`src/afbd_pkg.sv`:
```
// ----------------------------------------------------------------------------
// afbd_pkg: shared types and constants of the anchor-free box decoder
// Field widths, configuration register codes, queue sizing and helpers.
// ----------------------------------------------------------------------------
package afbd_pkg;

    localparam int COORD_FRAC_BITS = 4;
    localparam int SCORE_FRAC_BITS = 12;

    localparam int CLASS_W    = 8;
    localparam int COL_W      = 10;
    localparam int ROW_W      = 10;
    localparam int FEAT_W     = 11;
    localparam int STRIDE_W   = 8;
    localparam int IMG_W      = 13;
    localparam int DIST_W     = 16;
    localparam int SCORE_W    = 16;
    localparam int BOX_W      = 16;
    localparam int PROD_W     = 2 * SCORE_W;
    localparam int CFG_IDX_W  = 3;
    localparam int CFG_DATA_W = 13;

    // cell center: col*stride << frac plus half a stride
    localparam int CX_W   = COL_W + STRIDE_W + COORD_FRAC_BITS + 1;
    localparam int HALF_W = STRIDE_W + COORD_FRAC_BITS;
    localparam int EDGE_W = CX_W + 2;
    localparam int LIM_W  = IMG_W + COORD_FRAC_BITS + 4;

    localparam int QUEUE_DEPTH = 4;
    localparam int QPTR_W      = $clog2(QUEUE_DEPTH);
    localparam int QCNT_W      = $clog2(QUEUE_DEPTH + 1);

    localparam logic [CFG_IDX_W-1:0] CFG_CLASS_COUNT    = 3'd0;
    localparam logic [CFG_IDX_W-1:0] CFG_FEATURE_HEIGHT = 3'd1;
    localparam logic [CFG_IDX_W-1:0] CFG_FEATURE_WIDTH  = 3'd2;
    localparam logic [CFG_IDX_W-1:0] CFG_CELL_STRIDE    = 3'd3;
    localparam logic [CFG_IDX_W-1:0] CFG_FRAME_WIDTH    = 3'd4;
    localparam logic [CFG_IDX_W-1:0] CFG_FRAME_HEIGHT   = 3'd5;

    localparam logic [CLASS_W-1:0]  RST_CLASS_COUNT    = 8'd80;
    localparam logic [FEAT_W-1:0]   RST_FEATURE_HEIGHT = 11'd1;
    localparam logic [FEAT_W-1:0]   RST_FEATURE_WIDTH  = 11'd1;
    localparam logic [STRIDE_W-1:0] RST_CELL_STRIDE    = 8'd8;
    localparam logic [IMG_W-1:0]    RST_FRAME_WIDTH    = 13'd4096;
    localparam logic [IMG_W-1:0]    RST_FRAME_HEIGHT   = 13'd4096;

    localparam logic [CLASS_W:0] CLASS_MAX = (CLASS_W + 1)'((1 << CLASS_W) - 1);
    localparam logic [FEAT_W-1:0] COL_MAX  = FEAT_W'((1 << COL_W) - 1);
    localparam logic [FEAT_W-1:0] ROW_MAX  = FEAT_W'((1 << ROW_W) - 1);

    localparam logic [LIM_W-1:0] BOX_MAX = LIM_W'((1 << BOX_W) - 1);
    localparam logic signed [PROD_W-1:0] SCORE_HI = PROD_W'((1 << (SCORE_W - 1)) - 1);
    localparam logic signed [PROD_W-1:0] SCORE_LO = -PROD_W'(1 << (SCORE_W - 1));

    typedef struct packed {
        logic [CLASS_W-1:0]  class_count;
        logic [FEAT_W-1:0]   feature_height;
        logic [FEAT_W-1:0]   feature_width;
        logic [STRIDE_W-1:0] cell_stride;
        logic [IMG_W-1:0]    frame_width;
        logic [IMG_W-1:0]    frame_height;
    } t_cfg;

    typedef struct packed {
        logic signed [DIST_W-1:0]  dist_left;
        logic signed [DIST_W-1:0]  dist_top;
        logic signed [DIST_W-1:0]  dist_right;
        logic signed [DIST_W-1:0]  dist_bottom;
        logic signed [SCORE_W-1:0] center_score;
        logic signed [SCORE_W-1:0] cls_score;
        logic [CX_W-1:0]           cx;
        logic [CX_W-1:0]           cy;
        logic [CLASS_W-1:0]        class_index;
        logic                      image_done;
    } t_item;

    // upper clamp: (size - 1) << frac, a zero size acts as one, capped to the box range
    function automatic logic [BOX_W-1:0] clamp_limit(input logic [IMG_W-1:0] size);
        logic [IMG_W-1:0] size_m1;
        logic [LIM_W-1:0] lim;
        size_m1 = (size == '0) ? '0 : size - IMG_W'(1);
        lim     = LIM_W'(size_m1) << COORD_FRAC_BITS;
        if (lim > BOX_MAX) begin
            return BOX_W'(BOX_MAX);
        end
        return BOX_W'(lim);
    endfunction

    function automatic logic [BOX_W-1:0] clamp_edge(
        input logic signed [EDGE_W-1:0] v,
        input logic [BOX_W-1:0]         hi
    );
        logic signed [EDGE_W-1:0] hi_ext;
        hi_ext = $signed({{(EDGE_W - BOX_W){1'b0}}, hi});
        if (v < 0) begin
            return '0;
        end
        if (v > hi_ext) begin
            return hi;
        end
        return BOX_W'(v);
    endfunction

endpackage

```
`src/anchor_free_box_decode_core.sv`:
```
// ----------------------------------------------------------------------------
// anchor_free_box_decode_core: anchor-free box decoder
// Turns per-location edge distances and scores into clamped boxes.
// ----------------------------------------------------------------------------
// Usage:
//   The input channel (i_in_valid / o_in_ready) takes one item per feature
//   location and class, raster order, classes innermost. Each transfer gives
//   one result on the output channel (o_out_valid / i_out_ready): the box,
//   its class index, a ranking score and an end-of-image flag.
//   Configuration is written through i_cfg_we / i_cfg_index / i_cfg_data,
//   one register per cycle; the user must write it only while no item is in flight, which the block does not enforce.
//   Throughput is one item per cycle while the queue is not full. A result
//   passes from its input transfer through the item queue and the clamp and
//   multiply stage into the output register.
//   A four-entry queue sits between the counter front end and the datapath,
//   so o_in_ready stays high while the receiver stalls until the queue fills.
//   Reset clears the class, column and row counters, empties the queue and
//   pipeline, and loads the register defaults (80 classes, a 1x1 map,
//   stride 8, a 4096x4096 image).
// ----------------------------------------------------------------------------
module anchor_free_box_decode_core
    import afbd_pkg::*;
(
    input  logic                      i_clk,
    input  logic                      i_rst_n,
    input  logic                      i_cfg_we,
    input  logic [CFG_IDX_W-1:0]      i_cfg_index,
    input  logic [CFG_DATA_W-1:0]     i_cfg_data,
    input  logic                      i_in_valid,
    output logic                      o_in_ready,
    input  logic signed [DIST_W-1:0]  i_dist_left,
    input  logic signed [DIST_W-1:0]  i_dist_top,
    input  logic signed [DIST_W-1:0]  i_dist_right,
    input  logic signed [DIST_W-1:0]  i_dist_bottom,
    input  logic signed [SCORE_W-1:0] i_center_score,
    input  logic signed [SCORE_W-1:0] i_cls_score,
    output logic                      o_out_valid,
    input  logic                      i_out_ready,
    output logic [BOX_W-1:0]          o_box_left,
    output logic [BOX_W-1:0]          o_box_top,
    output logic [BOX_W-1:0]          o_box_right,
    output logic [BOX_W-1:0]          o_box_bottom,
    output logic signed [SCORE_W-1:0] o_rank_score,
    output logic [CLASS_W-1:0]        o_class_index,
    output logic                      o_image_done
);

    t_cfg  cfg;
    logic  push_valid;
    logic  push_ready;
    t_item push_item;
    logic  pop_valid;
    logic  pop_ready;
    t_item pop_item;

    afbd_cfg u_cfg (
        .i_clk       (i_clk),
        .i_rst_n     (i_rst_n),
        .i_cfg_we    (i_cfg_we),
        .i_cfg_index (i_cfg_index),
        .i_cfg_data  (i_cfg_data),
        .o_cfg       (cfg)
    );

    afbd_front u_front (
        .i_clk          (i_clk),
        .i_rst_n        (i_rst_n),
        .i_cfg          (cfg),
        .i_in_valid     (i_in_valid),
        .o_in_ready     (o_in_ready),
        .i_dist_left    (i_dist_left),
        .i_dist_top     (i_dist_top),
        .i_dist_right   (i_dist_right),
        .i_dist_bottom  (i_dist_bottom),
        .i_center_score (i_center_score),
        .i_cls_score    (i_cls_score),
        .o_push_valid   (push_valid),
        .i_push_ready   (push_ready),
        .o_push_item    (push_item)
    );

    afbd_queue u_queue (
        .i_clk        (i_clk),
        .i_rst_n      (i_rst_n),
        .i_push_valid (push_valid),
        .o_push_ready (push_ready),
        .i_push_item  (push_item),
        .o_pop_valid  (pop_valid),
        .i_pop_ready  (pop_ready),
        .o_pop_item   (pop_item)
    );

    afbd_back u_back (
        .i_clk         (i_clk),
        .i_rst_n       (i_rst_n),
        .i_cfg         (cfg),
        .i_item_valid  (pop_valid),
        .o_item_ready  (pop_ready),
        .i_item        (pop_item),
        .o_out_valid   (o_out_valid),
        .i_out_ready   (i_out_ready),
        .o_box_left    (o_box_left),
        .o_box_top     (o_box_top),
        .o_box_right   (o_box_right),
        .o_box_bottom  (o_box_bottom),
        .o_rank_score  (o_rank_score),
        .o_class_index (o_class_index),
        .o_image_done  (o_image_done)
    );

endmodule

```
`src/afbd_cfg.sv`:
```
// ----------------------------------------------------------------------------
// afbd_cfg: configuration registers
// Write-only register file, one register per index.
// ----------------------------------------------------------------------------
module afbd_cfg
    import afbd_pkg::*;
(
    input  logic                  i_clk,
    input  logic                  i_rst_n,
    input  logic                  i_cfg_we,
    input  logic [CFG_IDX_W-1:0]  i_cfg_index,
    input  logic [CFG_DATA_W-1:0] i_cfg_data,
    output t_cfg                  o_cfg
);

    t_cfg r_cfg;
    t_cfg n_cfg;

    always_comb begin
        n_cfg = r_cfg;
        if (i_cfg_we) begin
            case (i_cfg_index)
                CFG_CLASS_COUNT:    n_cfg.class_count    = i_cfg_data[CLASS_W-1:0];
                CFG_FEATURE_HEIGHT: n_cfg.feature_height = i_cfg_data[FEAT_W-1:0];
                CFG_FEATURE_WIDTH:  n_cfg.feature_width  = i_cfg_data[FEAT_W-1:0];
                CFG_CELL_STRIDE:    n_cfg.cell_stride    = i_cfg_data[STRIDE_W-1:0];
                CFG_FRAME_WIDTH:    n_cfg.frame_width    = i_cfg_data[IMG_W-1:0];
                CFG_FRAME_HEIGHT:   n_cfg.frame_height   = i_cfg_data[IMG_W-1:0];
                default:            n_cfg = r_cfg;
            endcase
        end
    end

    always_ff @(posedge i_clk) begin
        if (!i_rst_n) begin
            r_cfg.class_count    <= RST_CLASS_COUNT;
            r_cfg.feature_height <= RST_FEATURE_HEIGHT;
            r_cfg.feature_width  <= RST_FEATURE_WIDTH;
            r_cfg.cell_stride    <= RST_CELL_STRIDE;
            r_cfg.frame_width    <= RST_FRAME_WIDTH;
            r_cfg.frame_height   <= RST_FRAME_HEIGHT;
        end else begin
            r_cfg <= n_cfg;
        end
    end

    assign o_cfg = r_cfg;

endmodule

```
`src/afbd_front.sv`:
```
// ----------------------------------------------------------------------------
// afbd_front: input side of the decoder
// Tracks class, column and row of each item and forms the cell center.
// ----------------------------------------------------------------------------
module afbd_front
    import afbd_pkg::*;
(
    input  logic                      i_clk,
    input  logic                      i_rst_n,
    input  t_cfg                      i_cfg,
    input  logic                      i_in_valid,
    output logic                      o_in_ready,
    input  logic signed [DIST_W-1:0]  i_dist_left,
    input  logic signed [DIST_W-1:0]  i_dist_top,
    input  logic signed [DIST_W-1:0]  i_dist_right,
    input  logic signed [DIST_W-1:0]  i_dist_bottom,
    input  logic signed [SCORE_W-1:0] i_center_score,
    input  logic signed [SCORE_W-1:0] i_cls_score,
    output logic                      o_push_valid,
    input  logic                      i_push_ready,
    output t_item                     o_push_item
);

    logic [CLASS_W-1:0] r_class_now;
    logic [COL_W-1:0]   r_col;
    logic [ROW_W-1:0]   r_row;
    logic [CLASS_W-1:0] n_class_now;
    logic [COL_W-1:0]   n_col;
    logic [ROW_W-1:0]   n_row;

    logic                        accept;
    logic [CLASS_W:0]            cls_next;
    logic [FEAT_W-1:0]           col_next;
    logic [FEAT_W-1:0]           row_next;
    logic                        cls_wrap;
    logic                        col_wrap;
    logic                        row_wrap;
    logic [COL_W+STRIDE_W-1:0]   prod_x;
    logic [ROW_W+STRIDE_W-1:0]   prod_y;
    logic [HALF_W-1:0]           half;

    assign accept = i_in_valid && i_push_ready;

    assign cls_next = {1'b0, r_class_now} + (CLASS_W + 1)'(1);
    assign col_next = {1'b0, r_col} + FEAT_W'(1);
    assign row_next = {1'b0, r_row} + FEAT_W'(1);

    assign cls_wrap = (cls_next >= {1'b0, i_cfg.class_count}) || (cls_next > CLASS_MAX);
    assign col_wrap = (col_next >= i_cfg.feature_width) || (col_next > COL_MAX);
    assign row_wrap = (row_next >= i_cfg.feature_height) || (row_next > ROW_MAX);

    // outer counter steps only when the inner one wraps
    always_comb begin
        n_class_now = r_class_now;
        n_col       = r_col;
        n_row       = r_row;
        if (accept) begin
            if (!cls_wrap) begin
                n_class_now = cls_next[CLASS_W-1:0];
            end else begin
                n_class_now = '0;
                if (!col_wrap) begin
                    n_col = col_next[COL_W-1:0];
                end else begin
                    n_col = '0;
                    n_row = row_wrap ? '0 : row_next[ROW_W-1:0];
                end
            end
        end
    end

    always_ff @(posedge i_clk) begin
        if (!i_rst_n) begin
            r_class_now <= '0;
            r_col       <= '0;
            r_row       <= '0;
        end else begin
            r_class_now <= n_class_now;
            r_col       <= n_col;
            r_row       <= n_row;
        end
    end

    assign prod_x = (COL_W + STRIDE_W)'(r_col) * (COL_W + STRIDE_W)'(i_cfg.cell_stride);
    assign prod_y = (ROW_W + STRIDE_W)'(r_row) * (ROW_W + STRIDE_W)'(i_cfg.cell_stride);
    assign half   = (HALF_W'(i_cfg.cell_stride) << COORD_FRAC_BITS) >> 1;

    always_comb begin
        o_push_item.dist_left    = i_dist_left;
        o_push_item.dist_top     = i_dist_top;
        o_push_item.dist_right   = i_dist_right;
        o_push_item.dist_bottom  = i_dist_bottom;
        o_push_item.center_score = i_center_score;
        o_push_item.cls_score    = i_cls_score;
        o_push_item.cx           = (CX_W'(prod_x) << COORD_FRAC_BITS) + CX_W'(half);
        o_push_item.cy           = (CX_W'(prod_y) << COORD_FRAC_BITS) + CX_W'(half);
        o_push_item.class_index  = r_class_now;
        o_push_item.image_done   = cls_wrap && col_wrap && row_wrap;
    end

    assign o_push_valid = i_in_valid;
    assign o_in_ready   = i_push_ready;

endmodule

```
`src/afbd_queue.sv`:
```
// ----------------------------------------------------------------------------
// afbd_queue: short item queue between the front and back parts
// Register FIFO, head entry shown on the pop side.
// ----------------------------------------------------------------------------
module afbd_queue
    import afbd_pkg::*;
(
    input  logic  i_clk,
    input  logic  i_rst_n,
    input  logic  i_push_valid,
    output logic  o_push_ready,
    input  t_item i_push_item,
    output logic  o_pop_valid,
    input  logic  i_pop_ready,
    output t_item o_pop_item
);

    t_item             r_mem [QUEUE_DEPTH];
    logic [QPTR_W-1:0] r_wr_ptr;
    logic [QPTR_W-1:0] r_rd_ptr;
    logic [QCNT_W-1:0] r_count;
    logic [QPTR_W-1:0] n_wr_ptr;
    logic [QPTR_W-1:0] n_rd_ptr;
    logic [QCNT_W-1:0] n_count;

    logic push;
    logic pop;

    assign o_push_ready = (r_count != QCNT_W'(QUEUE_DEPTH));
    assign o_pop_valid  = (r_count != '0);
    assign push         = i_push_valid && o_push_ready;
    assign pop          = o_pop_valid && i_pop_ready;
    assign o_pop_item   = r_mem[r_rd_ptr];

    always_comb begin
        n_wr_ptr = r_wr_ptr;
        n_rd_ptr = r_rd_ptr;
        n_count  = r_count;
        if (push) begin
            n_wr_ptr = (r_wr_ptr == QPTR_W'(QUEUE_DEPTH - 1)) ? '0 : r_wr_ptr + QPTR_W'(1);
        end
        if (pop) begin
            n_rd_ptr = (r_rd_ptr == QPTR_W'(QUEUE_DEPTH - 1)) ? '0 : r_rd_ptr + QPTR_W'(1);
        end
        case ({push, pop})
            2'b10:   n_count = r_count + QCNT_W'(1);
            2'b01:   n_count = r_count - QCNT_W'(1);
            default: n_count = r_count;
        endcase
    end

    always_ff @(posedge i_clk) begin
        if (!i_rst_n) begin
            r_wr_ptr <= '0;
            r_rd_ptr <= '0;
            r_count  <= '0;
        end else begin
            r_wr_ptr <= n_wr_ptr;
            r_rd_ptr <= n_rd_ptr;
            r_count  <= n_count;
        end
    end

    always_ff @(posedge i_clk) begin
        if (push) begin
            r_mem[r_wr_ptr] <= i_push_item;
        end
    end

    // fill level and pointer distance must agree
    a_count_ptrs: assert property (@(posedge i_clk) disable iff (!i_rst_n)
        (r_count == '0 || r_count == QCNT_W'(QUEUE_DEPTH)) || (r_wr_ptr != r_rd_ptr))
        else $error("queue count disagrees with pointers");

endmodule

```
`src/afbd_back.sv`:
```
// ----------------------------------------------------------------------------
// afbd_back: box and score datapath
// Stage one forms and clamps the edges and multiplies the scores, stage two
// rounds, saturates and zeroes the score of an inverted box into the output.
// ----------------------------------------------------------------------------
module afbd_back
    import afbd_pkg::*;
(
    input  logic                      i_clk,
    input  logic                      i_rst_n,
    input  t_cfg                      i_cfg,
    input  logic                      i_item_valid,
    output logic                      o_item_ready,
    input  t_item                     i_item,
    output logic                      o_out_valid,
    input  logic                      i_out_ready,
    output logic [BOX_W-1:0]          o_box_left,
    output logic [BOX_W-1:0]          o_box_top,
    output logic [BOX_W-1:0]          o_box_right,
    output logic [BOX_W-1:0]          o_box_bottom,
    output logic signed [SCORE_W-1:0] o_rank_score,
    output logic [CLASS_W-1:0]        o_class_index,
    output logic                      o_image_done
);

    logic                     r_s1_valid;
    logic [BOX_W-1:0]         r_s1_left;
    logic [BOX_W-1:0]         r_s1_top;
    logic [BOX_W-1:0]         r_s1_right;
    logic [BOX_W-1:0]         r_s1_bottom;
    logic signed [PROD_W-1:0] r_s1_prod;
    logic [CLASS_W-1:0]       r_s1_class;
    logic                     r_s1_done;

    logic                      r_out_valid;
    logic [BOX_W-1:0]          r_out_left;
    logic [BOX_W-1:0]          r_out_top;
    logic [BOX_W-1:0]          r_out_right;
    logic [BOX_W-1:0]          r_out_bottom;
    logic signed [SCORE_W-1:0] r_out_score;
    logic [CLASS_W-1:0]        r_out_class;
    logic                      r_out_done;

    logic                      out_adv;
    logic                      s1_load;
    logic [BOX_W-1:0]          lim_x;
    logic [BOX_W-1:0]          lim_y;
    logic signed [EDGE_W-1:0]  e_left;
    logic signed [EDGE_W-1:0]  e_top;
    logic signed [EDGE_W-1:0]  e_right;
    logic signed [EDGE_W-1:0]  e_bottom;
    logic signed [PROD_W-1:0]  prod;
    logic signed [PROD_W-1:0]  shifted;
    logic signed [SCORE_W-1:0] sat_score;
    logic                      inverted;

    assign out_adv      = !r_out_valid || i_out_ready;
    assign o_item_ready = !r_s1_valid || out_adv;
    assign s1_load      = o_item_ready;

    assign lim_x = clamp_limit(i_cfg.frame_width);
    assign lim_y = clamp_limit(i_cfg.frame_height);

    assign e_left   = $signed({2'b00, i_item.cx}) - EDGE_W'($signed(i_item.dist_left));
    assign e_top    = $signed({2'b00, i_item.cy}) - EDGE_W'($signed(i_item.dist_top));
    assign e_right  = $signed({2'b00, i_item.cx}) + EDGE_W'($signed(i_item.dist_right));
    assign e_bottom = $signed({2'b00, i_item.cy}) + EDGE_W'($signed(i_item.dist_bottom));
    assign prod     = PROD_W'($signed(i_item.center_score)) *
                      PROD_W'($signed(i_item.cls_score));

    // arithmetic shift rounds toward minus infinity
    assign shifted = r_s1_prod >>> SCORE_FRAC_BITS;

    always_comb begin
        if (shifted > SCORE_HI) begin
            sat_score = SCORE_W'(SCORE_HI);
        end else if (shifted < SCORE_LO) begin
            sat_score = SCORE_W'(SCORE_LO);
        end else begin
            sat_score = SCORE_W'(shifted);
        end
    end

    assign inverted = (r_s1_right < r_s1_left) || (r_s1_bottom < r_s1_top);

    always_ff @(posedge i_clk) begin
        if (!i_rst_n) begin
            r_s1_valid  <= 1'b0;
            r_out_valid <= 1'b0;
        end else begin
            if (s1_load) begin
                r_s1_valid <= i_item_valid;
            end
            if (out_adv) begin
                r_out_valid <= r_s1_valid;
            end
        end
    end

    always_ff @(posedge i_clk) begin
        if (s1_load && i_item_valid) begin
            r_s1_left   <= clamp_edge(e_left, lim_x);
            r_s1_top    <= clamp_edge(e_top, lim_y);
            r_s1_right  <= clamp_edge(e_right, lim_x);
            r_s1_bottom <= clamp_edge(e_bottom, lim_y);
            r_s1_prod   <= prod;
            r_s1_class  <= i_item.class_index;
            r_s1_done   <= i_item.image_done;
        end
        if (out_adv && r_s1_valid) begin
            r_out_left   <= r_s1_left;
            r_out_top    <= r_s1_top;
            r_out_right  <= r_s1_right;
            r_out_bottom <= r_s1_bottom;
            r_out_score  <= inverted ? '0 : sat_score;
            r_out_class  <= r_s1_class;
            r_out_done   <= r_s1_done;
        end
    end

    assign o_out_valid   = r_out_valid;
    assign o_box_left    = r_out_left;
    assign o_box_top     = r_out_top;
    assign o_box_right   = r_out_right;
    assign o_box_bottom  = r_out_bottom;
    assign o_rank_score  = r_out_score;
    assign o_class_index = r_out_class;
    assign o_image_done  = r_out_done;

    a_score_box_order: assert property (@(posedge i_clk) disable iff (!i_rst_n)
        (r_out_valid && r_out_score != '0) |->
            (r_out_right >= r_out_left && r_out_bottom >= r_out_top))
        else $error("nonzero score on inverted box");

    a_clamp_x: assert property (@(posedge i_clk) disable iff (!i_rst_n)
        r_out_valid |-> (r_out_left <= lim_x && r_out_right <= lim_x))
        else $error("horizontal edge beyond clamp");

    a_clamp_y: assert property (@(posedge i_clk) disable iff (!i_rst_n)
        r_out_valid |-> (r_out_top <= lim_y && r_out_bottom <= lim_y))
        else $error("vertical edge beyond clamp");

endmodule
```
`config.mk`:
```
export PLATFORM = sky130hd
export DESIGN_NAME = anchor_free_box_decode_core
export DESIGN_NICKNAME = d
export VERILOG_FILES = /design/src/afbd_pkg.sv /design/src/anchor_free_box_decode_core.sv /design/src/afbd_cfg.sv /design/src/afbd_front.sv /design/src/afbd_queue.sv /design/src/afbd_back.sv
export SDC_FILE = /design/constraint.sdc
export NUM_CORES = 2
export LEC_CHECK = 0
export BUFFER_PORTS_ARGS = -buffer_cell sky130_fd_sc_hd__buf_4
export CORE_MARGIN = 2
export CORE_UTILIZATION = 35
export DETAILED_ROUTE_END_ITERATION = 10
export GPL_TIMING_DRIVEN = 0
export PLACE_DENSITY = 0.48
export SLEW_MARGIN = 20
export SYNTH_ARGS = -nofsm -noshare
export SYNTH_HDL_FRONTEND = slang
export SYNTH_SLANG_ARGS = --single-unit
```
`constraint.sdc`:
```
create_clock -name i_clk -period 8.4 [get_ports i_clk]
set_clock_uncertainty 0.15 [all_clocks]
set_input_delay 0.42 -clock i_clk [delete_from_list [all_inputs] [get_ports i_clk]]
set_output_delay 0.42 -clock i_clk [all_outputs]
set_load 0.05 [all_outputs]
```
==> results by group <==
Die
  – Die Outline Area: about 160000 um^2
  – IO Pins: between 200 and 250
  – Die W: around 400 um
  – Starting Density: 0.353
  – Row Count: 145
  – Die Height: about 400 um
  – Core region area: about 160000 um^2

Finish
  – Layout-stage area growth over the synthesis result: 16.8%
  – Number of nets in the final layout: 5979
  – Share of final-layout standard cells stronger than drive strength 1: 0.121
  – Filler cells: 14900

Drt
  – Violation count after the first detailed-routing iteration: about 2200
  – Routed Antenna Nets: 0
  – Total Wirelength: roughly 150 mm
  – Drt wl/cell: 20.9 um
  – Drt pass-1 iters: 6
  – Final routed DRC violation total: 0
  – Via/cell ratio: between 5 and 6
  – Via count: between 30000 and 40000

Logic synthesis
  – Avg Synthesized Cell Area: about 12 um^2
  – Flop and latch count out of synthesis: around 860
  – Total number of yosys warnings: 0
  – Count of unique library cells instantiated by Yosys: 77
  – Sequential fraction of the synthesis area: 0.451
  – Post-synth EDFFs: about 760
  – Most common flop cell mapped by yosys: edfxtp_1
  – Syn Nets: ~5500
  – Post-Synthesis Cell Area: 55100 um^2
  – Gate count of the mapped netlist: between 4000 and 5000
  – Ys async rst share: 0

Critical path
  – Maximum net fanout on the critical path: 19
  – Worst Path Arrival: between 8 and 9 ns
  – Startpoint type of the worst setup path: flip-flop
  – Category of the most critical setup path: reg -> reg
  – Required time of the worst setup path: around 8.7 ns
  – Setup crit end kind: flip-flop

STA
  – Setup slack after layout: 0.295 ns
  – Final worst path period share: 0.965
  – Total count of hold-check failures in the final report: 0
  – Final setup vio count: 0
  – Maximum operating frequency: 0.123 GHz
  – Setup TNS Final: 0 ns
  – Worst rel slew slack: 0.242
  – Pins over their slew limit: 0
  – Clock period minus final worst setup slack: ~8 ns
  – Setup repair after global routing missed its margin: true
  – Worst Max-Slew Pin Slew: 1.14 ns

Global routing
  – Wire length of the first global-routing pass: roughly 230 mm
  – Global routing usage on met1: 0.259
  – Final global-route overflow total: 0
  – Via count of the first global-routing pass: 37100
  – Total routing usage reported by global routing: 0.189
  – Met3 Track Usage GR: 0.0277
  – Gr busiest metal: met2
  – Largest net degree at the start of global routing: 42
  – Met2 global-route usage: 0.316
  – Initial antenna violation count: 7

CTS
  – Clk Tree Root Cell: clkbuf_16
  – CTS tree: yes
  – Count of clock tree sinks: about 860
  – Deepest clock path buffer count: 3
  – Worst-path clk slew: about 0.06 ns
  – H-tree level count: 3
  – Later-pin clock latency in the skew report: a little over 0.7 ns
  – Number of CTS-inserted buffers: between 90 and 100

Hold path
  – HP Class: in -> reg

Job
  – Maximum Capacitance Violations: 0

Placement
  – Half-perimeter wire length after placement: roughly 120 mm
  – Placer Congestion: about 0.90
  – PortBufs: between 200 and 250
  – Worst setup slack after placement: -2.36 ns

Status
  – Result of the run: finished, final reports clean
[flip-flops by register name (all words and copies together), names as in the netlist, 8 cells and up, named ones only]
register and count:
u_back.o_box_bottom 16, u_back.o_box_left 16, u_back.o_box_right 16, u_back.o_box_top 16, u_back.o_class_index 8, u_back.o_rank_score 16, u_back.r_s1_bottom 16, u_back.r_s1_class 8
u_back.r_s1_left 16, u_back.r_s1_prod 20, u_back.r_s1_right 16, u_back.r_s1_top 16, u_cfg.o_cfg 64, u_front.r_class_now 8, u_front.r_col 10, u_front.r_row 10
u_queue.r_mem 576
[final timing paths]
kind	slack (ns)	to	depth (start not counted)	from
worst min register to register	0.28	u_back.o_class_index[3]$_DFFE_PP_	0	u_back.r_s1_class[3]$_DFFE_PP_
worst max register to register	0.30	u_back.r_s1_prod[31]$_DFFE_PP_	24	flip-flop
worst max-delay path	0.30	u_back.r_s1_prod[31]$_DFFE_PP_	24	flip-flop
worst min-delay path	0.06	u_cfg.o_cfg[11]$_SDFFE_PN0P_	4	i_cfg_index[0]
[layer usage]
layer	wire length, um	vias up	part of all wire
met1	69500	18300	0.46
met5	47	-	0.00031
met3	6760	184	0.045
met2	72300	812	0.48
met4	3200	8	0.021
li1	-	17200	-
[cells by family after synthesis]
kind of cell / share of synthesized area
compound gates: 0.0788
simple gates: 0.103
xor+xnor: 0.0302
buf+inv: 0.0525
mux: 0.0646
fa+ha+maj: 0.221
flops: 0.451
[per-stage QoR]
stage / util / instance area [um^2] / instances / hold WS (ns)
CTS: 0.411 / 64200 / 7245 / 0.0108
floorplan: - / 55100 / 4668 / 0.250
detailed placement: 0.383 / 59800 / 6955 / 0.258
global route: 0.412 / 64400 / 7248 / 0.0581
finish: 0.412 / 64400 / 7248 / 0.0604
global placement: 0.379 / 59200 / 6933 / 0.267
[Yosys cell counts (all sizes together), types with 11 or more instances]
| cell | number | share of area |
|---|---|---|
| clkbuf | 123 | 0.0084 |
| a211oi | 39 | 0.0053 |
| a211o | 11 | 0.0017 |
| nor2b | 30 | 0.0034 |
| a21o | 78 | 0.011 |
| xnor2 | 124 | 0.020 |
| a31oi | 20 | 0.0023 |
| o21a | 67 | 0.0091 |
| fa | 362 | 0.13 |
| mux2 | 27 | 0.0056 |
| nand3 | 75 | 0.0068 |
| or3 | 14 | 0.0016 |
| o21bai | 21 | 0.0029 |
| nor4 | 15 | 0.0019 |
| dfxtp | 103 | 0.037 |
| and2 | 109 | 0.012 |
| and3 | 35 | 0.0040 |
| nand2b | 33 | 0.0037 |
| nand4 | 27 | 0.0032 |
| o21ai | 133 | 0.012 |
| inv | 597 | 0.041 |
| edfxtp | 758 | 0.41 |
| a31o | 11 | 0.0017 |
| nor2 | 289 | 0.020 |
| nand2 | 490 | 0.033 |
| or2 | 11 | 0.0013 |
| mux2i | 57 | 0.010 |
| a21oi | 221 | 0.020 |
| buf | 39 | 0.0035 |
| o211ai | 13 | 0.0019 |
| xor2 | 66 | 0.010 |
| mux4 | 119 | 0.049 |
| ha | 393 | 0.089 |
| nor3 | 37 | 0.0034 |
[cell type report]
class	instances	area (um^2)	share of cell area
Sequential cell	861	24800	0.386
Clock inverter	51	418	0.00649
Buffer	151	751	0.0117
Inverter	597	2240	0.0348
Tap cell	2058	2570	0.0400
Clock buffer	128	2620	0.0406
Antenna cell	3	7.51	0.000117
Timing Repair Buffer	351	3320	0.0516
Multi-Input combinational cell	3048	27600	0.429
[layout by cell type, fill, tap and decap left out, types with 20 or more instances in the layout]
master / Yosys / final
a211oi_1: 39 / 39
nand2_1: 490 / 490
and3_1: 35 / 31
mux2i_1: 57 / 57
nand2b_1: 33 / 33
dlygate4sd3_1: 0 / 117
dfxtp_1: 103 / 102
clkbuf_1: 123 / 122
o21bai_1: 21 / 21
nand3_1: 75 / 75
nor3_1: 37 / 36
and2_1: 109 / 109
inv_1: 596 / 596
xor2_1: 66 / 66
clkbuf_16: 0 / 99
edfxtp_1: 758 / 758
a21o_1: 78 / 78
o21ai_0: 113 / 105
mux4_2: 119 / 119
ha_1: 393 / 393
nor2_1: 289 / 289
mux2_2: 26 / 26
clkinv_1: 0 / 23
a31oi_1: 20 / 20
buf_4: 2 / 217
nand4_1: 26 / 26
a21oi_1: 221 / 220
fa_1: 362 / 360
xnor2_1: 124 / 124
o21a_1: 67 / 59
nor2b_1: 30 / 29
[what timing repair did]
action                                  4_1_cts  5_1_grt
endpoints found under the setup margin       84       35
setup buffers                                 3        2
hold buffers                                117        0
hold endpoints to repair                    452        0
resized for setup                            78       43
pin swaps                                     2        1
[critical path, cell delays in order (launching register included)]
cell and delay [ns]:
dfxtp_2 0.53, buf_6 0.33, clkbuf_4 0.33, mux4_2 0.37, clkbuf_1 0.45, nand2_1 0.17
fa_1 0.57, inv_1 0.06, fa_1 0.50, fa_1 0.52, fa_1 0.52, fa_1 0.54
inv_1 0.05, fa_1 0.52, inv_1 0.04, ha_1 0.33, a21o_1 0.17, a21o_1 0.20
a21oi_1 0.19, o21ai_0 0.16, o211a_1 0.20, o41a_1 0.42, a21o_1 0.22, a21oi_1 0.18
xnor2_1 0.09
Power is left out: the tool's default activity adds up to more than one toggle a clock period on the data nets, which glitch-free logic cannot reach.
